File: config.mk
export PLATFORM = sky130hd
export DESIGN_NAME = plc_ctrl
export DESIGN_NICKNAME = d
export VERILOG_FILES = /design/src/plc_pkg.sv /design/src/plc_ctrl.sv
export SDC_FILE = /design/constraint.sdc
export NUM_CORES = 1
export LEC_CHECK = 0
export ABC_CLOCK_PERIOD_IN_PS = 4800
export BUFFER_PORTS_ARGS = -buffer_cell sky130_fd_sc_hd__buf_2
export CORE_ASPECT_RATIO = 1.1
export CORE_MARGIN = 2
export CORE_UTILIZATION = 41
export DETAILED_ROUTE_END_ITERATION = 16
export PLACE_DENSITY_LB_ADDON = 0.25
export SLEW_MARGIN = 20
export SYNTH_ARGS = -nofsm -noshare
export SYNTH_HDL_FRONTEND = slang
export SYNTH_SLANG_ARGS = --single-unit
export TNS_END_PERCENT = 10
File: constraint.sdc
create_clock -name clk -period 4.8 [get_ports clk]
set_input_delay 0 -clock clk [delete_from_list [all_inputs] [get_ports clk]]
set_output_delay 0 -clock clk [all_outputs]
set_load 0.01 [all_outputs]
File: src/plc_pkg.sv
// Shared types and constants for the pulse length cluster table.
`timescale 1ns / 1ps
package plc_pkg;

  localparam int SAMPLE_W = 24;
  localparam int HITS_W   = 16;
  localparam int TOTAL_W  = 40;
  localparam int DVD_W    = TOTAL_W + 1;
  localparam int DVS_W    = HITS_W + 1;
  localparam int CNT_OUT_W = 5;

  localparam logic [1:0] OP_INSERT = 2'd0;
  localparam logic [1:0] OP_QUERY  = 2'd1;
  localparam logic [1:0] OP_REMOVE = 2'd2;
  localparam logic [1:0] OP_CLEAR  = 2'd3;

  localparam logic [1:0] ST_OK    = 2'd0;
  localparam logic [1:0] ST_FULL  = 2'd1;
  localparam logic [1:0] ST_EMPTY = 2'd2;

  localparam logic [1:0] CFG_ABS_TOL = 2'd0;
  localparam logic [1:0] CFG_REL_TOL = 2'd1;
  localparam logic [1:0] CFG_BUCKET  = 2'd2;

  localparam logic [15:0] ABS_TOL_RST = 16'd100;
  localparam logic [6:0]  REL_TOL_RST = 7'd30;
  localparam logic [15:0] BUCKET_RST  = 16'd100;

  localparam logic [7:0]  PCT_SCALE = 8'd100;
  localparam logic [48:0] PCT_ROUND = 49'd99;

  localparam logic [HITS_W-1:0]   HITS_MAX  = '1;
  localparam logic [TOTAL_W-1:0]  TOTAL_MAX = '1;
  localparam logic [SAMPLE_W-1:0] SAMPLE_MAX = '1;
  localparam logic [19:0]         TOTAL_OUT_MAX = '1;

  typedef struct packed {
    logic [HITS_W-1:0]   hits;
    logic [TOTAL_W-1:0]  total;
    logic [SAMPLE_W-1:0] range_low;
    logic [SAMPLE_W-1:0] range_high;
    logic [SAMPLE_W-1:0] smallest;
    logic [SAMPLE_W-1:0] largest;
  } entry_t;

  typedef enum logic [1:0] {
    WR_HIT,
    WR_NEW,
    WR_MERGE,
    WR_SHIFT
  } wr_sel_t;

  typedef enum logic [1:0] {
    DIV_MERGE,
    DIV_BUCKET,
    DIV_MEAN
  } div_sel_t;

  typedef struct packed {
    logic     cap_in;
    logic     rd_en;
    logic     wr_en;
    wr_sel_t  wr_sel;
    logic     ld_a;
    logic     ld_b;
    logic     div_start;
    div_sel_t div_sel;
    logic     tol_calc;
    logic     dom_acc;
    logic     dom_first;
    logic     res_load;
    logic     res_zero;
    logic [1:0] res_status;
  } dp_cmd_t;

  typedef struct packed {
    logic hit;
    logic fit;
    logic div_done;
    logic out_free;
  } dp_sts_t;

endpackage

File: src/plc_ctrl.sv
// Controller: sequences insert, merge pass, dominant search, remove and clear.
`timescale 1ns / 1ps
module plc_ctrl #(
  parameter int TABLE_ENTRIES = 16
) (
  input  logic                              clk,
  input  logic                              rst,
  input  logic                              in_valid,
  output logic                              in_stall,
  input  logic [1:0]                        opcode,
  input  plc_pkg::dp_sts_t                  sts,
  input  logic [$clog2(TABLE_ENTRIES)-1:0]   best_idx,
  output plc_pkg::dp_cmd_t                  cmd,
  output logic [$clog2(TABLE_ENTRIES)-1:0]   rd_addr,
  output logic [$clog2(TABLE_ENTRIES)-1:0]   wr_addr,
  output logic [$clog2(TABLE_ENTRIES+1)-1:0] res_used
);

  localparam int IW = $clog2(TABLE_ENTRIES);
  localparam int CW = $clog2(TABLE_ENTRIES + 1);

  typedef enum logic [4:0] {
    S_IDLE, S_INS_SCAN, S_INS_NEW, S_INS_DIV, S_INS_WR,
    S_MRG_START, S_M_LDA, S_M_LDB, S_M_DIVS, S_M_DIV, S_M_TEST,
    S_SHIFT, S_M_NEXTB, S_DOM_START, S_DOM_SCAN, S_DOM_DIVS, S_DOM_DIV, S_RES
  } state_t;

  state_t state, state_next;
  logic [CW-1:0] used, used_next, k, k_next, a, a_next, b, b_next, j, j_next;
  logic [1:0] op_q, op_next, st_q, st_next;
  logic rm_q, rm_next;
  logic [CW:0] k_p1, a_p1, a_p2, b_p1, j_p1, j_p2, used_w, best_p1;

  assign k_p1    = {1'b0, k} + 1'b1;
  assign a_p1    = {1'b0, a} + 1'b1;
  assign a_p2    = {1'b0, a} + 2'd2;
  assign b_p1    = {1'b0, b} + 1'b1;
  assign j_p1    = {1'b0, j} + 1'b1;
  assign j_p2    = {1'b0, j} + 2'd2;
  assign used_w  = {1'b0, used};
  assign best_p1 = (CW + 1)'(best_idx) + 1'b1;

  assign in_stall = (state != S_IDLE);

  always_comb begin
    state_next = state;
    used_next  = used;
    k_next = k;
    a_next = a;
    b_next = b;
    j_next = j;
    op_next = op_q;
    st_next = st_q;
    rm_next = rm_q;
    cmd = '0;
    cmd.wr_sel  = plc_pkg::WR_SHIFT;
    cmd.div_sel = plc_pkg::DIV_MERGE;
    rd_addr  = '0;
    wr_addr  = '0;
    res_used = used;
    case (state)
      S_IDLE: begin
        if (in_valid) begin
          cmd.cap_in = 1'b1;
          op_next = opcode;
          st_next = plc_pkg::ST_OK;
          case (opcode)
            plc_pkg::OP_INSERT: begin
              k_next = '0;
              if (used == '0) begin
                state_next = S_INS_NEW;
              end else begin
                cmd.rd_en  = 1'b1;
                state_next = S_INS_SCAN;
              end
            end
            plc_pkg::OP_CLEAR: begin
              used_next  = '0;
              state_next = S_RES;
            end
            default: state_next = S_DOM_START;
          endcase
        end
      end
      S_INS_SCAN: begin
        if (sts.hit) begin
          cmd.wr_en  = 1'b1;
          cmd.wr_sel = plc_pkg::WR_HIT;
          wr_addr    = IW'(k);
          state_next = S_MRG_START;
        end else if (k_p1 < used_w) begin
          cmd.rd_en = 1'b1;
          rd_addr   = IW'(k_p1);
          k_next    = CW'(k_p1);
        end else if (used_w < (CW + 1)'(TABLE_ENTRIES)) begin
          state_next = S_INS_NEW;
        end else begin
          st_next    = plc_pkg::ST_FULL;
          state_next = S_MRG_START;
        end
      end
      S_INS_NEW: begin
        cmd.div_start = 1'b1;
        cmd.div_sel   = plc_pkg::DIV_BUCKET;
        state_next    = S_INS_DIV;
      end
      S_INS_DIV: begin
        cmd.div_sel = plc_pkg::DIV_BUCKET;
        if (sts.div_done) state_next = S_INS_WR;
      end
      S_INS_WR: begin
        cmd.wr_en  = 1'b1;
        cmd.wr_sel = plc_pkg::WR_NEW;
        wr_addr    = IW'(used);
        used_next  = CW'(used_w + 1'b1);
        state_next = S_MRG_START;
      end
      S_MRG_START: begin
        a_next = '0;
        if (used_w >= (CW + 1)'(2)) begin
          cmd.rd_en  = 1'b1;
          state_next = S_M_LDA;
        end else begin
          state_next = S_DOM_START;
        end
      end
      S_M_LDA: begin
        cmd.ld_a   = 1'b1;
        cmd.rd_en  = 1'b1;
        rd_addr    = IW'(a_p1);
        b_next     = CW'(a_p1);
        state_next = S_M_LDB;
      end
      S_M_LDB: begin
        cmd.ld_b   = 1'b1;
        state_next = S_M_DIVS;
      end
      S_M_DIVS: begin
        cmd.div_start = 1'b1;
        state_next    = S_M_DIV;
      end
      S_M_DIV: begin
        if (sts.div_done) begin
          cmd.tol_calc = 1'b1;
          state_next   = S_M_TEST;
        end
      end
      S_M_TEST: begin
        if (sts.fit) begin
          cmd.wr_en  = 1'b1;
          cmd.wr_sel = plc_pkg::WR_MERGE;
          wr_addr    = IW'(a);
          j_next     = b;
          rm_next    = 1'b0;
          if (b_p1 < used_w) begin
            cmd.rd_en  = 1'b1;
            rd_addr    = IW'(b_p1);
            state_next = S_SHIFT;
          end else begin
            used_next  = CW'(used_w - 1'b1);
            state_next = S_M_NEXTB;
          end
        end else begin
          b_next     = CW'(b_p1);
          state_next = S_M_NEXTB;
        end
      end
      S_SHIFT: begin
        cmd.wr_en  = 1'b1;
        cmd.wr_sel = plc_pkg::WR_SHIFT;
        wr_addr    = IW'(j);
        j_next     = CW'(j_p1);
        if (j_p2 < used_w) begin
          cmd.rd_en = 1'b1;
          rd_addr   = IW'(j_p2);
        end else begin
          used_next  = CW'(used_w - 1'b1);
          state_next = rm_q ? S_IDLE : S_M_NEXTB;
        end
      end
      S_M_NEXTB: begin
        if ({1'b0, b} < used_w) begin
          cmd.rd_en  = 1'b1;
          rd_addr    = IW'(b);
          state_next = S_M_LDB;
        end else if (a_p2 < used_w) begin
          a_next     = CW'(a_p1);
          cmd.rd_en  = 1'b1;
          rd_addr    = IW'(a_p1);
          state_next = S_M_LDA;
        end else begin
          state_next = S_DOM_START;
        end
      end
      S_DOM_START: begin
        k_next = '0;
        if (used == '0) begin
          state_next = S_RES;
        end else begin
          cmd.rd_en  = 1'b1;
          state_next = S_DOM_SCAN;
        end
      end
      S_DOM_SCAN: begin
        cmd.dom_acc   = 1'b1;
        cmd.dom_first = (k == '0);
        if (k_p1 < used_w) begin
          cmd.rd_en = 1'b1;
          rd_addr   = IW'(k_p1);
          k_next    = CW'(k_p1);
        end else begin
          state_next = S_DOM_DIVS;
        end
      end
      S_DOM_DIVS: begin
        cmd.div_start = 1'b1;
        cmd.div_sel   = plc_pkg::DIV_MEAN;
        state_next    = S_DOM_DIV;
      end
      S_DOM_DIV: begin
        cmd.div_sel = plc_pkg::DIV_MEAN;
        if (sts.div_done) state_next = S_RES;
      end
      S_RES: begin
        if (sts.out_free) begin
          cmd.res_load = 1'b1;
          state_next   = S_IDLE;
          if (op_q == plc_pkg::OP_CLEAR) begin
            cmd.res_zero   = 1'b1;
            cmd.res_status = plc_pkg::ST_OK;
          end else if (used == '0) begin
            cmd.res_zero   = 1'b1;
            cmd.res_status = plc_pkg::ST_EMPTY;
          end else if (op_q == plc_pkg::OP_REMOVE) begin
            cmd.res_status = plc_pkg::ST_OK;
            res_used = CW'(used_w - 1'b1);
            j_next   = CW'(best_idx);
            rm_next  = 1'b1;
            if (best_p1 < used_w) begin
              cmd.rd_en  = 1'b1;
              rd_addr    = IW'(best_p1);
              state_next = S_SHIFT;
            end else begin
              used_next = CW'(used_w - 1'b1);
            end
          end else begin
            cmd.res_status = (op_q == plc_pkg::OP_INSERT) ? st_q : plc_pkg::ST_OK;
          end
        end
      end
      default: state_next = S_IDLE;
    endcase
  end

  always_ff @(posedge clk) begin
    if (rst) begin
      state <= S_IDLE;
      used  <= '0;
      k <= '0;
      a <= '0;
      b <= '0;
      j <= '0;
      op_q <= plc_pkg::OP_INSERT;
      st_q <= plc_pkg::ST_OK;
      rm_q <= 1'b0;
    end else begin
      state <= state_next;
      used  <= used_next;
      k <= k_next;
      a <= a_next;
      b <= b_next;
      j <= j_next;
      op_q <= op_next;
      st_q <= st_next;
      rm_q <= rm_next;
    end
  end

  a_used_bound: assert property (@(posedge clk) disable iff (rst)
    {1'b0, used} <= (CW + 1)'(TABLE_ENTRIES))
    else $error("entry count beyond table depth");

  a_no_rw_clash: assert property (@(posedge clk) disable iff (rst)
    !(cmd.wr_en && cmd.rd_en && wr_addr == rd_addr))
    else $error("read and write to the same entry in one cycle");

  a_res_free: assert property (@(posedge clk) disable iff (rst)
    cmd.res_load |-> sts.out_free)
    else $error("result loaded over an untaken result");

  a_div_idle: assert property (@(posedge clk) disable iff (rst)
    cmd.div_start |=> !sts.div_done)
    else $error("divider done right after start");

endmodule

==> results of run 1 <==
## logic make-up after synthesis
logic type / count (synthesis) / share of synthesized area
XOR/XNOR: 20 / 0.0474
AO/OA/AOI/OAI: 141 / 0.278
AND/OR/NAND/NOR: 196 / 0.274
adder cells (fa/ha/maj): 36 / 0.122
buffers and inverters: 55 / 0.0712
multiplexers: 8 / 0.0227
flip-flops: 34 / 0.184
## layout make-up
class	instances	area share
tap	114	0.0354
clock inverter	3	0.00994
inverter	26	0.0242
clock buffer	5	0.0171
sequential	34	0.169
timing repair buffer	47	0.0621
multi-input combinational	401	0.682
## worst register-to-register path, cell delays in order, from the launching register on
cell and delay [ns]:
dfxtp_1 0.60, inv_1 0.36, ha_1 0.40, a21oi_1 0.14, o21ai_0 0.10, a31oi_1 0.40
and3_1 0.49, mux2_2 0.38, a32o_1 0.25
## how the worst max path moves through the flow
| stage | end | cells past startpoint | slack, ns | startpoint |
|---|---|---|---|---|
| floorplan | state[3] | 10 | 2.07 | k[0] |
| global placement | state[0] | 8 | 1.72 | used[2] |
| detailed placement | a[3] | 8 | 1.71 | used[2] |
| CTS | rd_addr[2] | 9 | 1.50 | used[1] |
| global route | rd_addr[2] | 9 | 1.37 | used[1] |
| finish | rd_addr[2] | 9 | 1.48 | used[1] |
## state kept, by name (all words and copies together), names as in the netlist
signal and count:
k 5, st_q 1, op_q 2, rm_q 1
j 5, state 5, used 5, b 5
a 5
## routing by layer
metal / track usage / vias up / share of wire
met5: 0 / - / 0
met4: 0.0849 / 0 / 0.027
met3: 0.0327 / 32 / 0.059
met2: 0.432 / 169 / 0.48
met1: 0.365 / 1942 / 0.44
li1: - / 1903 / -
## cells in the final DEF (no fill, tap or decap), drive strengths merged, types with 5 or more instances in the layout
| master | Yosys | final |
|---|---|---|
| dfxtp | 34 | 34 |
| nor4 | 5 | 5 |
| mux2i | 5 | 5 |
| nand2b | 7 | 7 |
| inv | 26 | 26 |
| ha | 36 | 36 |
| nand3 | 25 | 25 |
| nor2 | 45 | 45 |
| a22oi | 6 | 6 |
| clkbuf | 14 | 5 |
| o21ai | 18 | 18 |
| a31oi | 5 | 5 |
| a222oi | 5 | 5 |
| and3 | 9 | 9 |
| a21oi | 30 | 30 |
| nor3 | 14 | 14 |
| nor2b | 6 | 6 |
| a211oi | 9 | 9 |
| nand2 | 49 | 49 |
| buf | 15 | 45 |
| o211ai | 5 | 5 |
| xnor2 | 9 | 9 |
| o22ai | 5 | 5 |
| xor2 | 11 | 11 |
| a21o | 5 | 5 |
## metrics by stage
step	instances	utilization	power (mW)	cell area [sq um]
2_1_floorplan	490	-	1.15	3690
3_3_place_gp	620	0.442	1.38	3900
3_5_place_dp	620	0.442	1.39	3900
4_1_cts	630	0.456	1.67	4030
5_1_grt	630	0.456	1.81	4030
6_report	630	0.456	1.69	4030
## power by group
group	switching, mW	total, mW	internal, mW
clock	0.121	0.274	0.153
sequential	0.127	0.443	0.316
combinational	0.605	0.973	0.368
total	0.853	1.69	0.836
==> implementation parameters, run 1 <==
Parameter                              Value

Worst setup path
  Kind of start point of the critical path    flop
  Delay of the slowest critical-path stage    roughly 0.65 ns
  RR Startpoint    used[2]
  Critical Path, Cell by Cell    inv_1 -> ha_1 -> or4b_1 -> and2_1 -> nand4_1 -> inv_1 -> a221oi_1 -> nand3_1 -> buf_2
  Slack of the worst reg-to-reg path    roughly 1.6 ns
  Cell type with the highest occurrence count on the critical path    inv_1
  Largest driver fanout on the critical path    10
  Data required time of the critical path    ~4.8 ns
  Critical path class    reg2out
  Reg2Reg Capture Point    a[3]
  Buf+Inv Stages, Crit Path    3
  Crit-path slowest cell    or4b_1
  Top delay family on crit path    simple AND/OR/NAND/NOR gates
  Crit end category    output pin
  Depth of the most critical reg-to-reg path    8
  Arr. time, crit path    3.32 ns

Floorplanning
  Number of standard-cell rows in the floorplan    36
  Std-Cell Core Area    between 8000 and 9000 sq um
  IO Pins    44
  Floorplan die area    9780 sq um
  Height of the chip    approximately 100 um
  Starting density of the core    0.418
  Floorplan die width    about 94 um

STA
  Headroom to the max-slew limit    0.434
  Period utilization    0.692
  Final hold violation count    0
  Final worst setup slack    ~1.5 ns
  Final period demand of the worst path    between 3 and 4 ns
  Setup repair after global routing missed its margin    no
  FMAX    about 300 MHz
  Final setup fails    0
  Largest clock skew in the final design    ~0.0055 ns
  Final hold slack    0.101 ns
  Accumulated negative setup slack    0 ns
  Count of pins over their slew limit    0
  Worst-Margin Slew    around 0.85 ns

Clock network
  Clock input transition at the sequential cells of the worst setup and hold paths    0.07 ns
  Clock root buffer    clkbuf_8
  Post-CTS setup buffers    0
  Clock Path Buffers    2
  Number of buffers inserted during clock tree synthesis    5
  Hold bufs inserted after CTS    2
  Clock insertion delay at the later pin of the skew report    about 0.3 ns
  TritonCTS Sinks    34
  # H-tree levels    2
  TritonCTS clock tree    yes
  Quantity of gates resized following cts    0

Place
  Dpl hpwl    around 9700 um
  Pre-CTS WS    1.71 ns
  GP Congestion    0.967
  Count of input and output buffers    43

Pwr
  Worst supply voltage drop on vdd    between 100 and 150 uV
  Static leakage    around 1.7 nW
  Power per standard cell area    around 420 nW/um^2

Global routing
  Number of antenna violations at the first check in global routing    0
  Largest net degree at the start of global routing    31
  Remaining global-route overflow    0
  Gr usage total    0.266
  Wire length of the first global-routing pass    ~20,000 um
  Via count of the first global-routing pass    between 3k and 4k

Worst hold path
  Type of the most critical hold path    in2reg
  Worst hold endpoint    st_q[0]
  Hold path start    sts[3]
  Cell depth of the worst min-delay path    4

Run
  MaxCap Viol Count    0

Synth
  Syn nets    between 500 and 600
  Synth warn    0
  Post-synthesis cell type count    71
  Average size of a mapped cell    approximately 7.5 sq um
  Most used DFF post-synth    dfxtp_1
  Area share of the largest cell type after synthesis    0.184
  Synthesized cell area    3690 sq um
  Synthesized flop and latch total    34
  Most area-consuming cells after synthesis    dfxtp_1 18%, ha_1 12%, nand2_1 5.0%
  Share of synthesized registers carrying an async set or reset    0
  Seq/Total Area, Yosys    0.184
  Cell accounting for the most synthesized area    dfxtp_1
  EDFF count, synth    0
  Synthesized netlist cell count    around 500
  Most common cell in the netlist    nand2_1
  Most frequent cells after synthesis    49 x nand2_1, 45 x nor2_1, 36 x ha_1, 34 x dfxtp_1, 29 x a21oi_1

Layout
  Antenna diode count    0
  Proportion of layout cells with a drive suffix above 1    0.140
  Area taken by multi-input logic gates    2750 sq um
  Post-synthesis to final-layout area growth    9.12%
  Number of filler cells placed in the layout    939
  Sequential cell area    a little under 700 sq um
  Final layout net count    564

Detailed routing
  Drc violations    0
  First-pass DRT Iterations    6
  Aggregate routed wire length    13,000 um
  Antenna Nets Post-Route    0
  Drt initial violations    376
  Post-detailed-route via-to-cell ratio    around 6.4
  Via Count    4,046
  Post-detailed-route wirelength per cell    just over 20 um

Outcome
  Run status    completed
(Power assumes the default switching activity.)
==> run 2: changes to the inputs <==
--- a/config.mk
+++ b/config.mk
@@ -5,7 +5,7 @@
 export SDC_FILE = /design/constraint.sdc
 export NUM_CORES = 1
 export LEC_CHECK = 0
-export ABC_CLOCK_PERIOD_IN_PS = 4800
+export ABC_CLOCK_PERIOD_IN_PS = 3460
 export BUFFER_PORTS_ARGS = -buffer_cell sky130_fd_sc_hd__buf_2
 export CORE_ASPECT_RATIO = 1.1
 export CORE_MARGIN = 2
==> constraint.sdc (replaced) <==
create_clock -name clk -period 3.46 [get_ports clk]
set_input_delay 0 -clock clk [delete_from_list [all_inputs] [get_ports clk]]
set_output_delay 0 -clock clk [all_outputs]
set_load 0.01 [all_outputs]
==> run 2 against run 1 <==
Compared with the run above:
- critical path depth unchanged
- non-clock buffer count increased by 12
- flip-flop and latch count stayed put
- sequential power up 31%
- core utilization up 1.0 points
- power grew 41%
- largest cell class unchanged
- global-route usage increased by 0.35 points
- worst hold slack worse by 0.099 ns
- clock skew grew 0.0030 ns
- count of clock-buffer cells in the layout is the same
- critical endpoint unchanged
==> implementation parameters, run 2 (synthesis gave the netlist of run 1 again) <==
Parameter                              Value

Outcome
  Run status    completed (unchanged)

Worst setup path
  Crit end category    output pin (unchanged)
  Crit-path slowest cell    or4b_1 (unchanged)
  Arr. time, crit path    3.25 ns (was 3.32 ns)
  Critical Path, Cell by Cell    inv_1 -> ha_1 -> or4b_1 -> and2_1 -> nand4_1 -> inv_1 -> a221oi_1 -> nand3_1 -> buf_2 (unchanged)
  Data required time of the critical path    3.46 ns (was 4.80 ns)
  Kind of start point of the critical path    flop (unchanged)
  Critical path class    reg2out (unchanged)
  Slack of the worst reg-to-reg path    0.47 ns (was 1.58 ns)
  Delay of the slowest critical-path stage    0.64 ns (was 0.65 ns)
  Cell type with the highest occurrence count on the critical path    inv_1 (unchanged)
  Largest driver fanout on the critical path    10 (unchanged)

Floorplanning
  Std-Cell Core Area    8830 sq um (unchanged)
  Starting density of the core    0.418 (unchanged)
  Floorplan die area    9780 sq um (unchanged)
  Height of the chip    104 um (unchanged)
  Number of standard-cell rows in the floorplan    36 (unchanged)
  Floorplan die width    94.5 um (unchanged)
  IO Pins    44 (unchanged)

Pwr
  Sw Ratio    0.500 (was 0.505)
  Worst supply voltage drop on vdd    248 uV (was 149 uV)
  Relative contribution of sequential cells to total power    0.244 (was 0.262)
  Int Pwr    1.19 mW (was 836 uW)
  Power per standard cell area    578 nW/um^2 (was 419 nW/um^2)
  Share of power burned in the clock network    0.161 (was 0.162)
  Static leakage    1.79 nW (was 1.74 nW)
  Switching power    1.19 mW (was 853 uW)
  Logic gate share of total power    0.596 (was 0.576)

Clock network
  Number of buffers inserted during clock tree synthesis    5 (unchanged)
  Clock input transition at the sequential cells of the worst setup and hold paths    0.08 ns (was 0.07 ns)
  TritonCTS clock tree    yes (unchanged)
  TritonCTS Sinks    34 (unchanged)
  Clock Path Buffers    2 (unchanged)
  Clock root buffer    clkbuf_8 (unchanged)
  # H-tree levels    2 (unchanged)
  Clock insertion delay at the later pin of the skew report    0.30 ns (about the same)

Layout
  Most used cells in the layout excluding fill and tap cells    49 x nand2_1, 45 x nor2_1, 43 x buf_2, 36 x ha_1, 34 x dfxtp_1 (unchanged)
  Non-filler instance count after layout    642 (was 630)
  Antenna diode count    0 (unchanged)
  Most common cell after layout, fill and taps aside    nand2_1 (unchanged)
  Post-synthesis to final-layout area growth    11.6% (was 9.12%)
  Final layout net count    576 (was 564)
  Proportion of layout cells with a drive suffix above 1    0.161 (was 0.140)
  Area of all placed cells without fillers    4120 sq um (was 4030 sq um)

Worst hold path
  Type of the most critical hold path    in2reg (unchanged)

Run
  MaxCap Viol Count    0 (unchanged)

Global routing
  Remaining global-route overflow    0 (unchanged)
  Wire length of the first global-routing pass    20,800 um (was 20,500 um)
  Via count of the first global-routing pass    3,872 (was 3,859)
  Gr usage total    0.270 (was 0.266)
  Largest net degree at the start of global routing    31 (unchanged)
  Number of antenna violations at the first check in global routing    0 (unchanged)

STA
  FMAX    a little over 300 MHz
  Setup repair after global routing missed its margin    no (unchanged)
  Headroom to the max-slew limit    0.513 (was 0.434)
  Final setup fails    0 (unchanged)
  Final period demand of the worst path    3.25 ns
  Count of pins over their slew limit    0 (unchanged)
  Largest clock skew in the final design    0.00846 ns (was 0.00549 ns)
  Worst-Margin Slew    0.729 ns (was 0.850 ns)
  Accumulated negative setup slack    0 ns (unchanged)
  Period utilization    0.940
  Final hold violation count    0 (unchanged)
  Final hold slack    0.00179 ns (was 0.101 ns)
  Final worst setup slack    0.207 ns (was 1.48 ns)

Place
  Count of input and output buffers    43 (unchanged)
  Dpl hpwl    10,000 um (was 9720 um)
  GP Congestion    0.965 (was 0.967)
  Pre-CTS WS    0.515 ns (was 1.71 ns)
  Cell Count Post-Placement    633 (was 620)
  Placement Cell Area    4000 sq um (was 3900 sq um)

Detailed routing
  Aggregate routed wire length    13,000 um (about the same)
  Post-detailed-route via-to-cell ratio    6.36 (was 6.42)
  Drc violations    0 (unchanged)
  Via Count    4,081 (was 4,046)
  Drt initial violations    388 (was 376)
  Post-detailed-route wirelength per cell    20.2 um (was 20.6 um)
  First-pass DRT Iterations    5 (was 6)
  Antenna Nets Post-Route    0 (unchanged)
run 2: cell count changes in the layout (fill, tap and decap cells not counted):
cell	change
buf_4	+13
clkinv_2	-2
clkinvlp_4	+2
dlygate4sd3_1	-1
run 2: path summary, 6_finish.rpt:
| kind | start | end | depth (start not counted) |
|---|---|---|---|
| setup / recovery | used[1] | rd_addr[2] | 9 |
| hold / removal | opcode[1] | op_q[1] | 3 |
| setup reg to reg | j[2] | state[0] | 9 |
| hold reg to reg | rm_q | rm_q | 2 |
run 2: repair_timing:
action | in CTS | in global routing
gates resized for setup | 0 | 0
hold buffers | 1 | 0
hold endpoints to repair | 1 | 0
buffers inserted | 0 | 0
run 2: worst max-delay path: cells and delay by family, from the launching register on:
family | cells | cell delay [ns]
simple gates | 4 | 1.26
fa+ha+maj | 1 | 0.33
compound gates | 1 | 0.39
flops | 1 | 0.38
buf+inv | 3 | 0.58
run 2: routing by layer:
metal	wire, um	track usage
met1	5530	0.366
met4	493	0.113
met3	920	0.0356
met2	6010	0.427
met5	0	0
run 2: through the flow:
step / utilization / power [mW]
2_1_floorplan: - / 1.59
3_3_place_gp: 0.453 / 1.96
3_5_place_dp: 0.453 / 1.97
4_1_cts: 0.467 / 2.35
5_1_grt: 0.467 / 2.54
6_report: 0.467 / 2.38
run 2: power groups by stage:
stage	clock (mW)	combinational, mW	sequential [mW]
after floorplan	0	1.10	0.485
after global routing	0.402	1.55	0.595
final	0.383	1.42	0.580
after CTS	0.387	1.39	0.574
after global placement	0	1.38	0.581
after detailed placement	0	1.38	0.583
run 2: area by class of cell:
type	count	area, sq um
Clock inverter	3	45.0
Clock buffer	5	68.8
Timing Repair Buffer	59	338
Fill cell	934	4710
Sequential cell	34	681
Multi-Input combinational cell	401	2750
Inverter	26	97.6
Tap cell	114	143
==> run 3: changes to the inputs <==
--- a/config.mk
+++ b/config.mk
@@ -5,13 +5,15 @@
 export SDC_FILE = /design/constraint.sdc
 export NUM_CORES = 1
 export LEC_CHECK = 0
+export ABC_AREA = 1
 export ABC_CLOCK_PERIOD_IN_PS = 3460
 export BUFFER_PORTS_ARGS = -buffer_cell sky130_fd_sc_hd__buf_2
+export CAP_MARGIN = 5
 export CORE_ASPECT_RATIO = 1.1
 export CORE_MARGIN = 2
 export CORE_UTILIZATION = 41
 export DETAILED_ROUTE_END_ITERATION = 16
-export PLACE_DENSITY_LB_ADDON = 0.25
+export PLACE_DENSITY = 0.55
 export SLEW_MARGIN = 20
 export SYNTH_ARGS = -nofsm -noshare
 export SYNTH_HDL_FRONTEND = slang
==> run 3 against run 2 <==
Compared with the run above:
- die area increased by 4.2%
- final cell count up 27%
- first-iteration DRC count decreased by 23%
- non-clock buffer count shrank 11
- cell area rose by 4.4%
- area after synthesis is 4.3% higher
- flip-flop and latch count stayed put
- clock power down 14%
- clock skew rose by 0.0015 ns
- register-to-register slack gained 0.31 ns
- global-route usage up 0.77 points
- count of clock-buffer cells in the layout did not move
- critical path type unchanged
- critical endpoint is now rd_addr[3]
- largest power group unchanged
==> implementation parameters, run 3 <==
Parameter                              Value

Clock network
  Post-CTS setup buffers    0 (unchanged)
  Clock root buffer    clkbuf_8 (unchanged)
  # H-tree levels    2 (unchanged)
  Clock input transition at the sequential cells of the worst setup and hold paths    0.09 ns (was 0.08 ns)
  TritonCTS clock tree    yes (unchanged)
  TritonCTS Sinks    34 (unchanged)
  Clock Path Buffers    2 (unchanged)
  Clock insertion delay at the later pin of the skew report    0.31 ns (was 0.30 ns)
  Number of buffers inserted during clock tree synthesis    5 (unchanged)
  Quantity of gates resized following cts    0 (unchanged)

Worst setup path
  Slack of the worst reg-to-reg path    0.78 ns (was 0.47 ns)
  Depth of the most critical reg-to-reg path    12 (was 9)
  RR Startpoint    used[0] (was j[2])
  Largest driver fanout on the critical path    6 (was 10)
  Kind of start point of the critical path    flop (unchanged)
  Crit end category    output pin (unchanged)
  Critical Path, Cell by Cell    inv_1 -> nor2_1 -> xor2_1 -> inv_1 -> ha_1 -> a21oi_1 -> nand3b_1 -> nand3_1 -> nor2_2 -> nand2_1 -> nand4_1 -> buf_2 (was inv_1 -> ha_1 -> or4b_1 -> and2_1 -> nand4_1 -> inv_1 -> a221oi_1 -> nand3_1 -> buf_2)
  Stages on the worst setup path    12 (was 9)
  Top delay family on crit path    simple AND/OR/NAND/NOR gates (unchanged)
  Crit-path slowest cell    dfxtp_1 (was or4b_1)
  Arr. time, crit path    2.83 ns (was 3.25 ns)
  Delay of the slowest critical-path stage    0.45 ns (was 0.64 ns)
  Cell type with the highest occurrence count on the critical path    inv_1 (unchanged)
  Reg2Reg Capture Point    used[2] (was state[0])
  Critical path class    reg2out (unchanged)
  Data required time of the critical path    3.46 ns (about the same)
  Buf+Inv Stages, Crit Path    3 (unchanged)

Floorplanning
  Floorplan die area    10,200 sq um (was 9780 sq um)
  Floorplan die width    96.4 um (was 94.5 um)
  Number of standard-cell rows in the floorplan    37 (was 36)
  IO Pins    44 (unchanged)
  Starting density of the core    0.416 (was 0.418)
  Height of the chip    106 um (was 104 um)
  Std-Cell Core Area    9260 sq um (was 8830 sq um)

Pwr
  Static leakage    2.28 nW (was 1.79 nW)
  Total power of the final layout    3.27 mW (was 2.38 mW)
  Worst supply voltage drop on vdd    295 uV (was 248 uV)
  Power per standard cell area    760 nW/um^2 (was 578 nW/um^2)

STA
  Accumulated negative setup slack    0 ns (unchanged)
  Final setup fails    0 (unchanged)
  Headroom to the max-slew limit    0.410 (was 0.513)
  Worst-Margin Slew    0.884 ns (was 0.729 ns)
  Final period demand of the worst path    2.83 ns (was 3.25 ns)
  Largest clock skew in the final design    0.0100 ns (was 0.00846 ns)
  Setup repair after global routing missed its margin    no (unchanged)
  Count of pins over their slew limit    0 (unchanged)
  Period utilization    0.819 (was 0.940)
  Final hold violation count    0 (unchanged)
  Final worst setup slack    0.627 ns (was 0.207 ns)
  FMAX    353 MHz (was 307 MHz)

Synth
  Most common cell in the netlist    nand2_1 (unchanged)
  Syn nets    701 (was 539)
  Synthesized flop and latch total    34 (unchanged)
  Most frequent cells after synthesis    171 x nand2_1, 90 x nor2_1, 73 x inv_1, 63 x nand3_1 (was 49 x nand2_1, 45 x nor2_1, 36 x ha_1, 34 x dfxtp_1, 29 x a21oi_1)
  Most area-consuming cells after synthesis    dfxtp_1 18%, nand2_1 17%, ha_1 12% (was dfxtp_1 18%, ha_1 12%, nand2_1 5.0%)
  Share of synthesized registers carrying an async set or reset    0 (unchanged)
  Seq/Total Area, Yosys    0.177 (was 0.184)
  Average size of a mapped cell    5.91 sq um (was 7.54 sq um)
  Most used DFF post-synth    dfxtp_1 (unchanged)
  EDFF count, synth    0 (unchanged)
  Synth warn    0 (unchanged)
  Area share of the largest cell type after synthesis    0.177 (was 0.184)
  Post-synthesis cell type count    40 (was 71)
  Synthesized cell area    3850 sq um (was 3690 sq um)
  Synthesized netlist cell count    652 (was 490)
  Cell accounting for the most synthesized area    dfxtp_1 (unchanged)

Detailed routing
  Antenna Nets Post-Route    0 (unchanged)
  Post-detailed-route via-to-cell ratio    5.42 (was 6.36)
  Aggregate routed wire length    13,700 um (was 13,000 um)
  Drt initial violations    299 (was 388)
  First-pass DRT Iterations    5 (unchanged)
  Via Count    4,424 (was 4,081)
  Post-detailed-route wirelength per cell    16.8 um (was 20.2 um)
  Drc violations    0 (unchanged)

Place
  GP Congestion    0.926 (was 0.965)
  Dpl hpwl    11,000 um (was 10,000 um)
  Count of input and output buffers    43 (unchanged)
  Pre-CTS WS    0.826 ns (was 0.515 ns)
  Cell Count Post-Placement    806 (was 633)

Global routing
  Largest net degree at the start of global routing    24 (was 31)
  Via count of the first global-routing pass    4,203 (was 3,872)
  Gr usage total    0.277 (was 0.270)
  Wire length of the first global-routing pass    21,500 um (was 20,800 um)
  Remaining global-route overflow    0 (unchanged)
  Number of antenna violations at the first check in global routing    0 (unchanged)

Layout
  Non-filler instance count after layout    816 (was 642)
  Post-synthesis to final-layout area growth    11.7% (was 11.6%)
  Final layout net count    747 (was 576)
  Number of filler cells placed in the layout    1,066 (was 934)
  Most common cell after layout, fill and taps aside    nand2_1 (unchanged)
  Sequential cell area    681 sq um (unchanged)
  Area taken by multi-input logic gates    2810 sq um (was 2750 sq um)
  Most used cells in the layout excluding fill and tap cells    171 x nand2_1, 90 x nor2_1, 73 x inv_1, 63 x nand3_1, 43 x buf_2 (was 49 x nand2_1, 45 x nor2_1, 43 x buf_2, 36 x ha_1, 34 x dfxtp_1)
  Antenna diode count    0 (unchanged)
  Final standard cell utilization of the core    0.465 (was 0.467)
  Proportion of layout cells with a drive suffix above 1    0.137 (was 0.161)

Outcome
  Run status    completed (unchanged)

Worst hold path
  Type of the most critical hold path    in2reg (unchanged)
  Cell depth of the worst min-delay path    2 (was 3)
  Worst hold endpoint    k[0] (was op_q[1])
  Hold path start    rst (was opcode[1])

Run
  MaxCap Viol Count    0 (unchanged)
[run 3: final cells by class]
type | count | area share
clock buffers | 5 | 0.0160
clock inverters | 3 | 0.00494
inverters | 85 | 0.0742
multi-input cells | 524 | 0.653
flip-flops and latches | 34 | 0.158
well taps | 117 | 0.0340
repair buffers | 48 | 0.0599
[run 3: timing repair]
action / 4_1_cts / 5_1_grt
hold buffers: 2 / 0
endpoints found under the setup margin: 0 / 0
hold endpoints to repair: 2 / 0
[run 3: worst max-delay path by stage]
stage / from / endpoint / slack (ns)
final: k[0] / rd_addr[3] / 0.63
after detailed placement: used[0] / used[2] / 0.83
after global placement: used[0] / used[2] / 0.82
after floorplan: k[0] / state[2] / 1.43
after global routing: k[0] / rd_addr[3] / 0.38
after CTS: k[0] / rd_addr[3] / 0.62
[run 3: stage by stage]
stage	cell area [sq um]	hold WS, ns
after floorplan	3850	0.0691
after global placement	4190	0.295
after detailed placement	4190	0.308
after CTS	4300	0.0460
after global routing	4300	0.0458
final	4300	0.0551
[run 3: power by group]
| group | switching [mW] | internal [mW] | total (mW) | leakage (nW) |
|---|---|---|---|---|
| sequential | 0.151 | 0.476 | 0.627 | 0.276 |
| combinational | 1.59 | 0.726 | 2.31 | 1.96 |
| clock | 0.186 | 0.142 | 0.328 | 0.0441 |
| total | 1.92 | 1.34 | 3.27 | 2.28 |
[run 3: kinds of logic (layout without fill, tap and decap cells)]
group	count (synthesis)	in the layout	share of synthesized area
flip-flops	34	34	0.177
AO/OA/AOI/OAI	91	91	0.131
adder cells (fa/ha/maj)	36	36	0.117
buffers and inverters	94	141	0.0945
XOR/XNOR	19	19	0.0432
AND/OR/NAND/NOR	378	378	0.437
[run 3: worst reg2reg max path: cells and delay by family, from the launching register on]
family	cells	cell delay, ns
buf+inv	2	0.33
simple gates	9	1.38
fa+ha+maj	1	0.29
flops	1	0.58
[run 3: routing by layer]
metal  GRT usage  up-vias  wire length [um]
met2       0.467      137              6640
met4       0.114        0               456
met5           0        -                 0
met1       0.345     2040              5920
met3      0.0465       29               707
li1            -     2218                 -
